File: config.mk
export PLATFORM = sky130hd
export DESIGN_NAME = sensor_frame_check_decode_top_flat
export DESIGN_NICKNAME = d
export VERILOG_FILES = /design/src/hw/rtl/sfcd_pkg.sv /design/src/hw/rtl/sfcd_if.sv /design/src/hw/rtl/sensor_frame_check_decode_top.sv /design/src/hw/rtl/sfcd_row_core.sv /design/src/hw/rtl/sfcd_rsp_reg.sv /design/src/flat_wrapper.sv
export SDC_FILE = /design/constraint.sdc
export NUM_CORES = 1
export LEC_CHECK = 0
export BUFFER_PORTS_ARGS = -buffer_cell sky130_fd_sc_hd__buf_2
export CAP_MARGIN = 30
export CORE_MARGIN = 2
export CORE_UTILIZATION = 35
export CTS_CLUSTER_DIAMETER = 40
export DETAILED_ROUTE_END_ITERATION = 8
export HOLD_SLACK_MARGIN = 0.05
export SETUP_SLACK_MARGIN = 0.02
export SLEW_MARGIN = 40
export SYNTH_ARGS = -nofsm -noshare
export SYNTH_HDL_FRONTEND = slang
export SYNTH_SLANG_ARGS = --single-unit
File: constraint.sdc
create_clock -name clock -period 14.7 [get_ports clock]
set_input_delay 1.47 -clock clock [delete_from_list [all_inputs] [get_ports clock]]
set_output_delay 1.47 -clock clock [all_outputs]
set_load 0.02 [all_outputs]
File: src/hw/rtl/sfcd_pkg.sv
// shared types, constants and the digest step for the sensor frame checker
`default_nettype none
package sfcd_pkg;

   localparam logic [7:0] DIGEST_GEN    = 8'h83;
   localparam logic [7:0] DIGEST_KEY0   = 8'hEC;
   localparam logic [7:0] PREFIX_BYTE   = 8'hA5;
   localparam logic [9:0] ROW_BITS_OK   = 10'd68;
   localparam logic [3:0] RAW_BYTES     = 4'd9;
   localparam logic [3:0] CHECKED_BYTES = 4'd6;
   localparam int         SIGN_BIT      = 3;

   localparam logic [2:0] STATUS_OK         = 3'd0;
   localparam logic [2:0] STATUS_BAD_LENGTH = 3'd1;
   localparam logic [2:0] STATUS_BAD_PREFIX = 3'd2;
   localparam logic [2:0] STATUS_BAD_SUM    = 3'd3;
   localparam logic [2:0] STATUS_BAD_DIGEST = 3'd4;

   typedef struct packed {
      logic [7:0] row_byte;
      logic [9:0] row_bits;
      logic       last_byte;
   } req_item_type;

   typedef struct packed {
      logic [2:0]        status;
      logic [7:0]        sensor_id;
      logic signed [11:0] temperature_tenths;
   } rsp_item_type;

   // one byte through the reflected galois lfsr digest, msb first
   // returns {accumulator, key}
   function automatic logic [15:0] digest_byte(input logic [7:0] acc_in,
                                               input logic [7:0] key_in,
                                               input logic [7:0] data);
      logic [7:0] acc;
      logic [7:0] key;
      acc = acc_in;
      key = key_in;
      for (int i = 7; i >= 0; i--) begin
         if (data[i]) acc = acc ^ key;
         if (key[0]) key = (key >> 1) ^ DIGEST_GEN;
         else key = key >> 1;
      end
      return {acc, key};
   endfunction

endpackage
`default_nettype wire

File: src/hw/rtl/sfcd_if.sv
// valid/ready channel interfaces for row bytes and decoded results
`default_nettype none
interface sfcd_req_if;
   logic       valid;
   logic       ready;
   logic [7:0] row_byte;
   logic [9:0] row_bits;
   logic       last_byte;
   modport source (output valid, output row_byte, output row_bits, output last_byte,
                   input ready);
   modport sink (input valid, input row_byte, input row_bits, input last_byte,
                 output ready);
endinterface

interface sfcd_rsp_if;
   logic               valid;
   logic               ready;
   logic [2:0]         status;
   logic [7:0]         sensor_id;
   logic signed [11:0] temperature_tenths;
   modport source (output valid, output status, output sensor_id,
                   output temperature_tenths, input ready);
   modport sink (input valid, input status, input sensor_id,
                 input temperature_tenths, output ready);
endinterface
`default_nettype wire

File: src/hw/rtl/sensor_frame_check_decode_top.sv
// a row's last byte is held in the input register, and its result is then loaded into the result register
// throughput: one byte per cycle; a last byte waits only while the result
//   register holds an untaken result
// reset (synchronous, active high) empties both registers and restarts the row
// with the digest key at its start value
`default_nettype none
module sensor_frame_check_decode_top
   import sfcd_pkg::*;
(
   input  wire logic  clock,
   input  wire logic  reset,
   sfcd_req_if.sink   req_bus,
   sfcd_rsp_if.source rsp_bus
);

   logic         in_valid_ff;
   req_item_type in_item_ff;
   logic         advance;
   logic         out_free;
   rsp_item_type result;

   // a byte that ends no row never needs the result register
   assign advance       = in_valid_ff && (!in_item_ff.last_byte || out_free);
   assign req_bus.ready = !in_valid_ff || advance;

   always_ff @(posedge clock) begin
      if (reset) begin
         in_valid_ff <= 1'b0;
      end else if (req_bus.ready) begin
         in_valid_ff <= req_bus.valid;
      end
   end

   always_ff @(posedge clock) begin
      if (req_bus.ready && req_bus.valid) begin
         in_item_ff <= '{row_byte: req_bus.row_byte, row_bits: req_bus.row_bits,
                         last_byte: req_bus.last_byte};
      end
   end

   sfcd_row_core u_core (
      .clock   (clock),
      .reset   (reset),
      .advance (advance),
      .item    (in_item_ff),
      .result  (result)
   );

   sfcd_rsp_reg u_rsp (
      .clock   (clock),
      .reset   (reset),
      .load    (advance && in_item_ff.last_byte),
      .result  (result),
      .free    (out_free),
      .rsp_bus (rsp_bus)
   );

endmodule
`default_nettype wire

File: src/hw/rtl/sfcd_row_core.sv
// per-row state: prefix, nibble alignment, sum and digest checks, result decode
`default_nettype none
module sfcd_row_core
   import sfcd_pkg::*;
(
   input  wire logic         clock,
   input  wire logic         reset,
   input  wire logic         advance,
   input  wire req_item_type item,
   output rsp_item_type      result
);

   logic [3:0]  byte_index_ff, byte_index_in;
   logic [7:0]  previous_byte_ff, previous_byte_in;
   logic [7:0]  sum_ff, sum_in;
   logic [7:0]  digest_ff, digest_in;
   logic [7:0]  key_ff, key_in;
   logic        prefix_bad_ff, prefix_bad_in;
   logic [7:0]  held_id_ff, held_id_in;
   logic        negative_ff, negative_in;
   logic [11:0] bcd_ff, bcd_in;
   logic [2:0]  fail_ff, fail_in;

   logic [7:0]  aligned;
   logic [3:0]  apos;
   logic [15:0] digest_next;
   logic [10:0] magnitude;
   logic [11:0] magnitude_ext;
   logic [2:0]  status;

   // aligned byte straddles the previous and current raw bytes
   assign aligned     = {previous_byte_ff[3:0], item.row_byte[7:4]};
   assign apos        = byte_index_ff - 4'd1;
   assign digest_next = digest_byte(digest_ff, key_ff, aligned);

   always_comb begin
      byte_index_in    = byte_index_ff;
      previous_byte_in = previous_byte_ff;
      sum_in           = sum_ff;
      digest_in        = digest_ff;
      key_in           = key_ff;
      prefix_bad_in    = prefix_bad_ff;
      held_id_in       = held_id_ff;
      negative_in      = negative_ff;
      bcd_in           = bcd_ff;
      fail_in          = fail_ff;
      if (byte_index_ff < RAW_BYTES) begin
         if (byte_index_ff == 4'd0) begin
            prefix_bad_in = (item.row_byte != PREFIX_BYTE);
         end else begin
            if (apos < CHECKED_BYTES) begin
               sum_in    = sum_ff + aligned;
               digest_in = digest_next[15:8];
               key_in    = digest_next[7:0];
            end else if (apos == CHECKED_BYTES) begin
               if (aligned != sum_ff && fail_ff == STATUS_OK) fail_in = STATUS_BAD_SUM;
            end else begin
               if (aligned != digest_ff && fail_ff == STATUS_OK) fail_in = STATUS_BAD_DIGEST;
            end
            if (apos == 4'd1) held_id_in = aligned;
         end
         if (byte_index_ff == 4'd3) negative_in = item.row_byte[SIGN_BIT];
         if (byte_index_ff == 4'd4) bcd_in = {item.row_byte, 4'd0};
         if (byte_index_ff == 4'd5) bcd_in = {bcd_ff[11:4], item.row_byte[7:4]};
         previous_byte_in = item.row_byte;
         byte_index_in    = byte_index_ff + 4'd1;
      end
   end

   always_comb begin
      if (item.row_bits != ROW_BITS_OK || byte_index_in < RAW_BYTES) status = STATUS_BAD_LENGTH;
      else if (prefix_bad_in) status = STATUS_BAD_PREFIX;
      else status = fail_in;
   end

   assign magnitude = {7'd0, bcd_in[11:8]} * 11'd100
                    + {7'd0, bcd_in[7:4]} * 11'd10
                    + {7'd0, bcd_in[3:0]};
   assign magnitude_ext = {1'b0, magnitude};

   always_comb begin
      result.status = status;
      result.sensor_id = '0;
      result.temperature_tenths = '0;
      if (status == STATUS_OK) begin
         result.sensor_id = held_id_in;
         result.temperature_tenths = negative_in ? $signed(12'd0 - magnitude_ext)
                                                 : $signed(magnitude_ext);
      end
   end

   always_ff @(posedge clock) begin
      if (reset || (advance && item.last_byte)) begin
         byte_index_ff    <= '0;
         previous_byte_ff <= '0;
         sum_ff           <= '0;
         digest_ff        <= '0;
         key_ff           <= DIGEST_KEY0;
         prefix_bad_ff    <= 1'b0;
         held_id_ff       <= '0;
         negative_ff      <= 1'b0;
         bcd_ff           <= '0;
         fail_ff          <= STATUS_OK;
      end else if (advance) begin
         byte_index_ff    <= byte_index_in;
         previous_byte_ff <= previous_byte_in;
         sum_ff           <= sum_in;
         digest_ff        <= digest_in;
         key_ff           <= key_in;
         prefix_bad_ff    <= prefix_bad_in;
         held_id_ff       <= held_id_in;
         negative_ff      <= negative_in;
         bcd_ff           <= bcd_in;
         fail_ff          <= fail_in;
      end
   end

endmodule
`default_nettype wire

File: src/hw/rtl/sfcd_rsp_reg.sv
// result register that drives the response channel
`default_nettype none
module sfcd_rsp_reg
   import sfcd_pkg::*;
(
   input  wire logic         clock,
   input  wire logic         reset,
   input  wire logic         load,
   input  wire rsp_item_type result,
   output logic              free,
   sfcd_rsp_if.source        rsp_bus
);

   logic         valid_ff;
   rsp_item_type data_ff;

   assign free = !valid_ff || rsp_bus.ready;

   always_ff @(posedge clock) begin
      if (reset) begin
         valid_ff <= 1'b0;
      end else if (load) begin
         valid_ff <= 1'b1;
      end else if (rsp_bus.ready) begin
         valid_ff <= 1'b0;
      end
   end

   always_ff @(posedge clock) begin
      if (load) data_ff <= result;
   end

   assign rsp_bus.valid              = valid_ff;
   assign rsp_bus.status             = data_ff.status;
   assign rsp_bus.sensor_id          = data_ff.sensor_id;
   assign rsp_bus.temperature_tenths = data_ff.temperature_tenths;

endmodule
`default_nettype wire

File: src/flat_wrapper.sv
// flat-port wrapper written by rule: the top's interface ports become plain ports
module sensor_frame_check_decode_top_flat import sfcd_pkg::*;
  (clock, reset, req_bus_valid, req_bus_row_byte, req_bus_row_bits, req_bus_last_byte, req_bus_ready, rsp_bus_valid, rsp_bus_status, rsp_bus_sensor_id, rsp_bus_temperature_tenths, rsp_bus_ready);
  sfcd_req_if req_bus_i ();
  sfcd_rsp_if rsp_bus_i ();
  input  wire logic clock;
  input  wire logic reset;
  input wire logic [$bits(req_bus_i.valid)-1:0] req_bus_valid;
  input wire logic [$bits(req_bus_i.row_byte)-1:0] req_bus_row_byte;
  input wire logic [$bits(req_bus_i.row_bits)-1:0] req_bus_row_bits;
  input wire logic [$bits(req_bus_i.last_byte)-1:0] req_bus_last_byte;
  output wire logic [$bits(req_bus_i.ready)-1:0] req_bus_ready;
  output wire logic [$bits(rsp_bus_i.valid)-1:0] rsp_bus_valid;
  output wire logic [$bits(rsp_bus_i.status)-1:0] rsp_bus_status;
  output wire logic [$bits(rsp_bus_i.sensor_id)-1:0] rsp_bus_sensor_id;
  output wire logic [$bits(rsp_bus_i.temperature_tenths)-1:0] rsp_bus_temperature_tenths;
  input wire logic [$bits(rsp_bus_i.ready)-1:0] rsp_bus_ready;
  assign req_bus_i.valid = req_bus_valid;
  assign req_bus_i.row_byte = req_bus_row_byte;
  assign req_bus_i.row_bits = req_bus_row_bits;
  assign req_bus_i.last_byte = req_bus_last_byte;
  assign req_bus_ready = req_bus_i.ready;
  assign rsp_bus_valid = rsp_bus_i.valid;
  assign rsp_bus_status = rsp_bus_i.status;
  assign rsp_bus_sensor_id = rsp_bus_i.sensor_id;
  assign rsp_bus_temperature_tenths = rsp_bus_i.temperature_tenths;
  assign rsp_bus_i.ready = rsp_bus_ready;
  sensor_frame_check_decode_top u_core (.clock(clock), .reset(reset), .req_bus(req_bus_i), .rsp_bus(rsp_bus_i));
endmodule
==> metrics.cfg <==
[cells_and_area]
drive_gt1_share_pct = 12.3
finalNetCount = 830
antennaDiodeCount = 0
syn2layout_area_growth_pct = 11.5
multiInputGateArea_um2 = 3990
nFillCells = 1851
final_util_pct = 40.0
seq_area_um2 = 2440

[hold_path]
hold_start = u_core.u_core.bcd_ff[1]
holdPathStages = 2
whs_endpoint = u_core.u_core.bcd_ff[1]
hold_class = flop to flop

[pwr]
p_leak_uw = 0.00298
vdd_ir_drop_max_mv = 0.0756
switching_share_pct = 26.6
pwr-share-comb_pct = 15.4
switchingPower_uw = 178
power_frac_seq_pct = 46.0
clkPwrFrac_pct = 38.7
intPower_uw = 490
power_density_nw_per_um2 = 88.8

[route]
ant_nets = 0
routed_wl_um = 14300
via_count = 4989
dr.pass1.iters = 5
drtIter0Drc = 224
route.detailed.drc = 0
routedWlPerCell_um = 13.9
routed_via_density = 4.86

[clocking]
clkSinkCount = 101
htreeDepth = 3
clk_pin_slew_worst_paths_ns = 0.07
clock_path_buffers = 2
cts_tree = done
postCtsSetupBuffers = 0
cts_made_buffers = 9
cts_resized = 0
hold_buffers = 0
clock-root-buffer = clkbuf_16
clk_latency_ns = 0.36

[worst_setup_path]
critPathArrivalTime_ns = 5.29
required_ns = 14.81
cp-start-kind = flop
endpoint_kind = flop
reg2reg_to = u_core.u_rsp.rsp_bus.temperature_tenths[10]
r2r_start = u_core.u_core.byte_index_ff[1]
cp_max_fo = 12
rr_worst_depth = 20
worstSetupPathType = flop to flop
rrSetupSlack_ns = 9.52

[global_route]
track_usage_pct = 15.1
grt_pass1_vias = 4817
antenna_found_initial = 0
grt_pass1_wl_um = 24000
grt_max_degree = 53
grt.overflow.total = 0

[floorplanning]
rows = 50
start_util_pct = 35.8
core_area_um2 = 18800
die_area_um2 = 20400
dieHeight_um = 143
ios = 48
die_x_um = 143

[synthesis]
yosys_warnings = 0
synth_flop_cell = dfxtp_1
syn-num-nets = 809
synthesis.area_um2 = 6750
async_reset_ff_share_pct = 0
synth_cells = 741
synth-seq-area-share_pct = 36.2
ys_types = 64
ys_seq_elements = 101
synth_edf_count = 42
syn_area_per_cell_um2 = 9.10

[sta]
grt_setup_unrepaired = no
worst_slew_pin_slew_ns = 0.772
finalSetupTns_ns = 0
hold_viol_final = 0
skew_ns = 0.0113
finalSetupViolations = 0
max_freq_mhz = 193
maxSlewHeadroom_pct = 47.5
maxSlewViolCount = 0
period_share_pct = 35.2
period_needed_ns = 5.18

[job]
drv_cap = 0

[placement]
dp_hpwl_um = 10100
io_buffers = 47
gp_congestion = 0.806

[run_status]
outcome = complete, no violations

==> through the flow <==
stage / cells / power (uW) / instance area, um^2 / hold slack, ns / worst slack [ns]
3_5_place_dp: 1011 / 416 / 7190 / 0.447 / 9.54
3_3_place_gp: 1011 / 415 / 7180 / 0.445 / 9.61
5_1_grt: 1027 / 699 / 7520 / 0.494 / 9.09
6_report: 1027 / 668 / 7520 / 0.459 / 9.52
2_1_floorplan: 741 / 392 / 6750 / 0.436 / 9.76
4_1_cts: 1027 / 676 / 7520 / 0.457 / 9.51
==> sequential cells by signal, summed over array words and instances, names as in the netlist, 3 cells and up <==
register	count
u_core.u_rsp.rsp_bus.sensor_id	8
u_core.u_core.fail_ff	3
u_core.u_rsp.rsp_bus.temperature_tenths	12
u_core.u_core.byte_index_ff	4
u_core.u_core.key_ff	8
u_core.u_core.sum_ff	8
u_core.u_core.previous_byte_ff	4
u_core.u_core.held_id_ff	8
u_core.u_core.bcd_ff	12
u_core.u_core.digest_ff	8
u_core.u_rsp.rsp_bus.status	3
u_core.in_item_ff	19
==> cell usage after synthesis, drive strengths merged, types with 4 or more instances <==
cell type | n | area share, %
nand2b | 6 | 0.67
xor2 | 33 | 4.8
nor2b | 10 | 0.93
nand2 | 75 | 4.2
ha | 39 | 7.2
buf | 21 | 1.8
clkbuf | 24 | 1.3
xnor2 | 73 | 9.7
nand3 | 6 | 0.45
o21ai | 8 | 0.65
nor3 | 11 | 0.82
a31oi | 5 | 0.46
and3 | 5 | 0.46
a211oi | 15 | 1.7
and2 | 4 | 0.41
a21o | 7 | 0.78
xnor3 | 4 | 1.3
inv | 36 | 2.0
nor4 | 4 | 0.37
fa | 6 | 1.8
o21a | 5 | 0.56
dfxtp | 59 | 18
nor2 | 112 | 6.2
edfxtp | 42 | 19
a21oi | 49 | 3.6
mux2i | 37 | 5.5
==> critical path, stage by stage, from the launching register on <==
cell and delay, ns:
dfxtp_1 0.54, inv_1 0.15, ha_1 0.23, nor3b_1 0.21, buf_4 0.22, mux2i_1 0.37, inv_1 0.08, ha_1 0.29
ha_1 0.16, inv_1 0.05, fa_1 0.47, inv_1 0.04, ha_1 0.27, ha_1 0.36, a21oi_1 0.28, xnor2_1 0.14
or3b_2 0.49, nor2_1 0.20, a41oi_1 0.16, xor2_1 0.17, nor2_1 0.05
==> cells in the final DEF, fill, tap and decap left out, types with 5 or more instances in the layout <==
master,instances
inv_1,36
nor2b_1,10
nand2_1,75
a21o_1,7
dfxtp_1,59
a211oi_1,14
nand2b_1,5
xor2_1,31
clkbuf_16,12
a21oi_1,49
nand3_1,6
mux2i_1,36
buf_2,47
o21ai_0,7
fa_1,6
nor2_1,112
and3_1,5
edfxtp_1,42
ha_1,39
o21a_1,5
buf_4,8
nor3_1,11
xnor2_1,71
==> logic make-up after synthesis <==
family                     Yosys count  synth area share, %
xor gates and xnor gates           111                 16.2
DFF                                101                 36.2
adders and majority gates           45                 9.02
and+or+nand+nor                    251                 16.6
AOI/OAI and AO/OA                  112                 10.9
buffers and inverters               81                 5.10
muxes                               40                 5.99
==> metal layers <==
layer / GRT usage (%) / wire length [um] / vias to the layer above
met5: 0 / 0 / -
met4: 4.06 / 152 / 0
met3: 3.86 / 724 / 10
met2: 24.2 / 6410 / 114
met1: 20.2 / 7040 / 2327
li1: - / - / 2538
==> power by group through the flow <==
stage | clock network [uW] | logic [uW] | registers, uW
finish | 259 | 103 | 307
global route | 276 | 115 | 308
CTS | 266 | 103 | 307
detailed placement | 0 | 102 | 314
global placement | 0 | 102 | 313
floorplan | 0 | 80.8 | 312
==> worst max path at each step <==
stage | startpoint | endpoint | slack [ns] | cells after the start
finish | u_core.u_core.byte_index_ff[1] | u_core.u_rsp.rsp_bus.temperature_tenths[10] | 9.52 | 20
global route | u_core.u_core.byte_index_ff[1] | u_core.u_rsp.rsp_bus.temperature_tenths[10] | 9.09 | 20
CTS | u_core.u_core.byte_index_ff[1] | u_core.u_rsp.rsp_bus.temperature_tenths[10] | 9.51 | 20
detailed placement | u_core.u_core.byte_index_ff[1] | u_core.u_rsp.rsp_bus.temperature_tenths[10] | 9.54 | 20
global placement | u_core.u_core.byte_index_ff[1] | u_core.u_rsp.rsp_bus.temperature_tenths[10] | 9.61 | 20
floorplan | u_core.u_core.byte_index_ff[0] | u_core.u_rsp.rsp_bus.temperature_tenths[10] | 9.76 | 21
==> cell type report <==
class | instances | area share (%)
clock buffers | 12 | 3.99
clock inverters | 4 | 0.416
inverters | 36 | 1.80
multi-input cells | 559 | 53.1
flip-flops and latches | 101 | 32.5
well taps | 260 | 4.32
repair buffers | 55 | 3.92
Power figures use the tool's default switching activity.
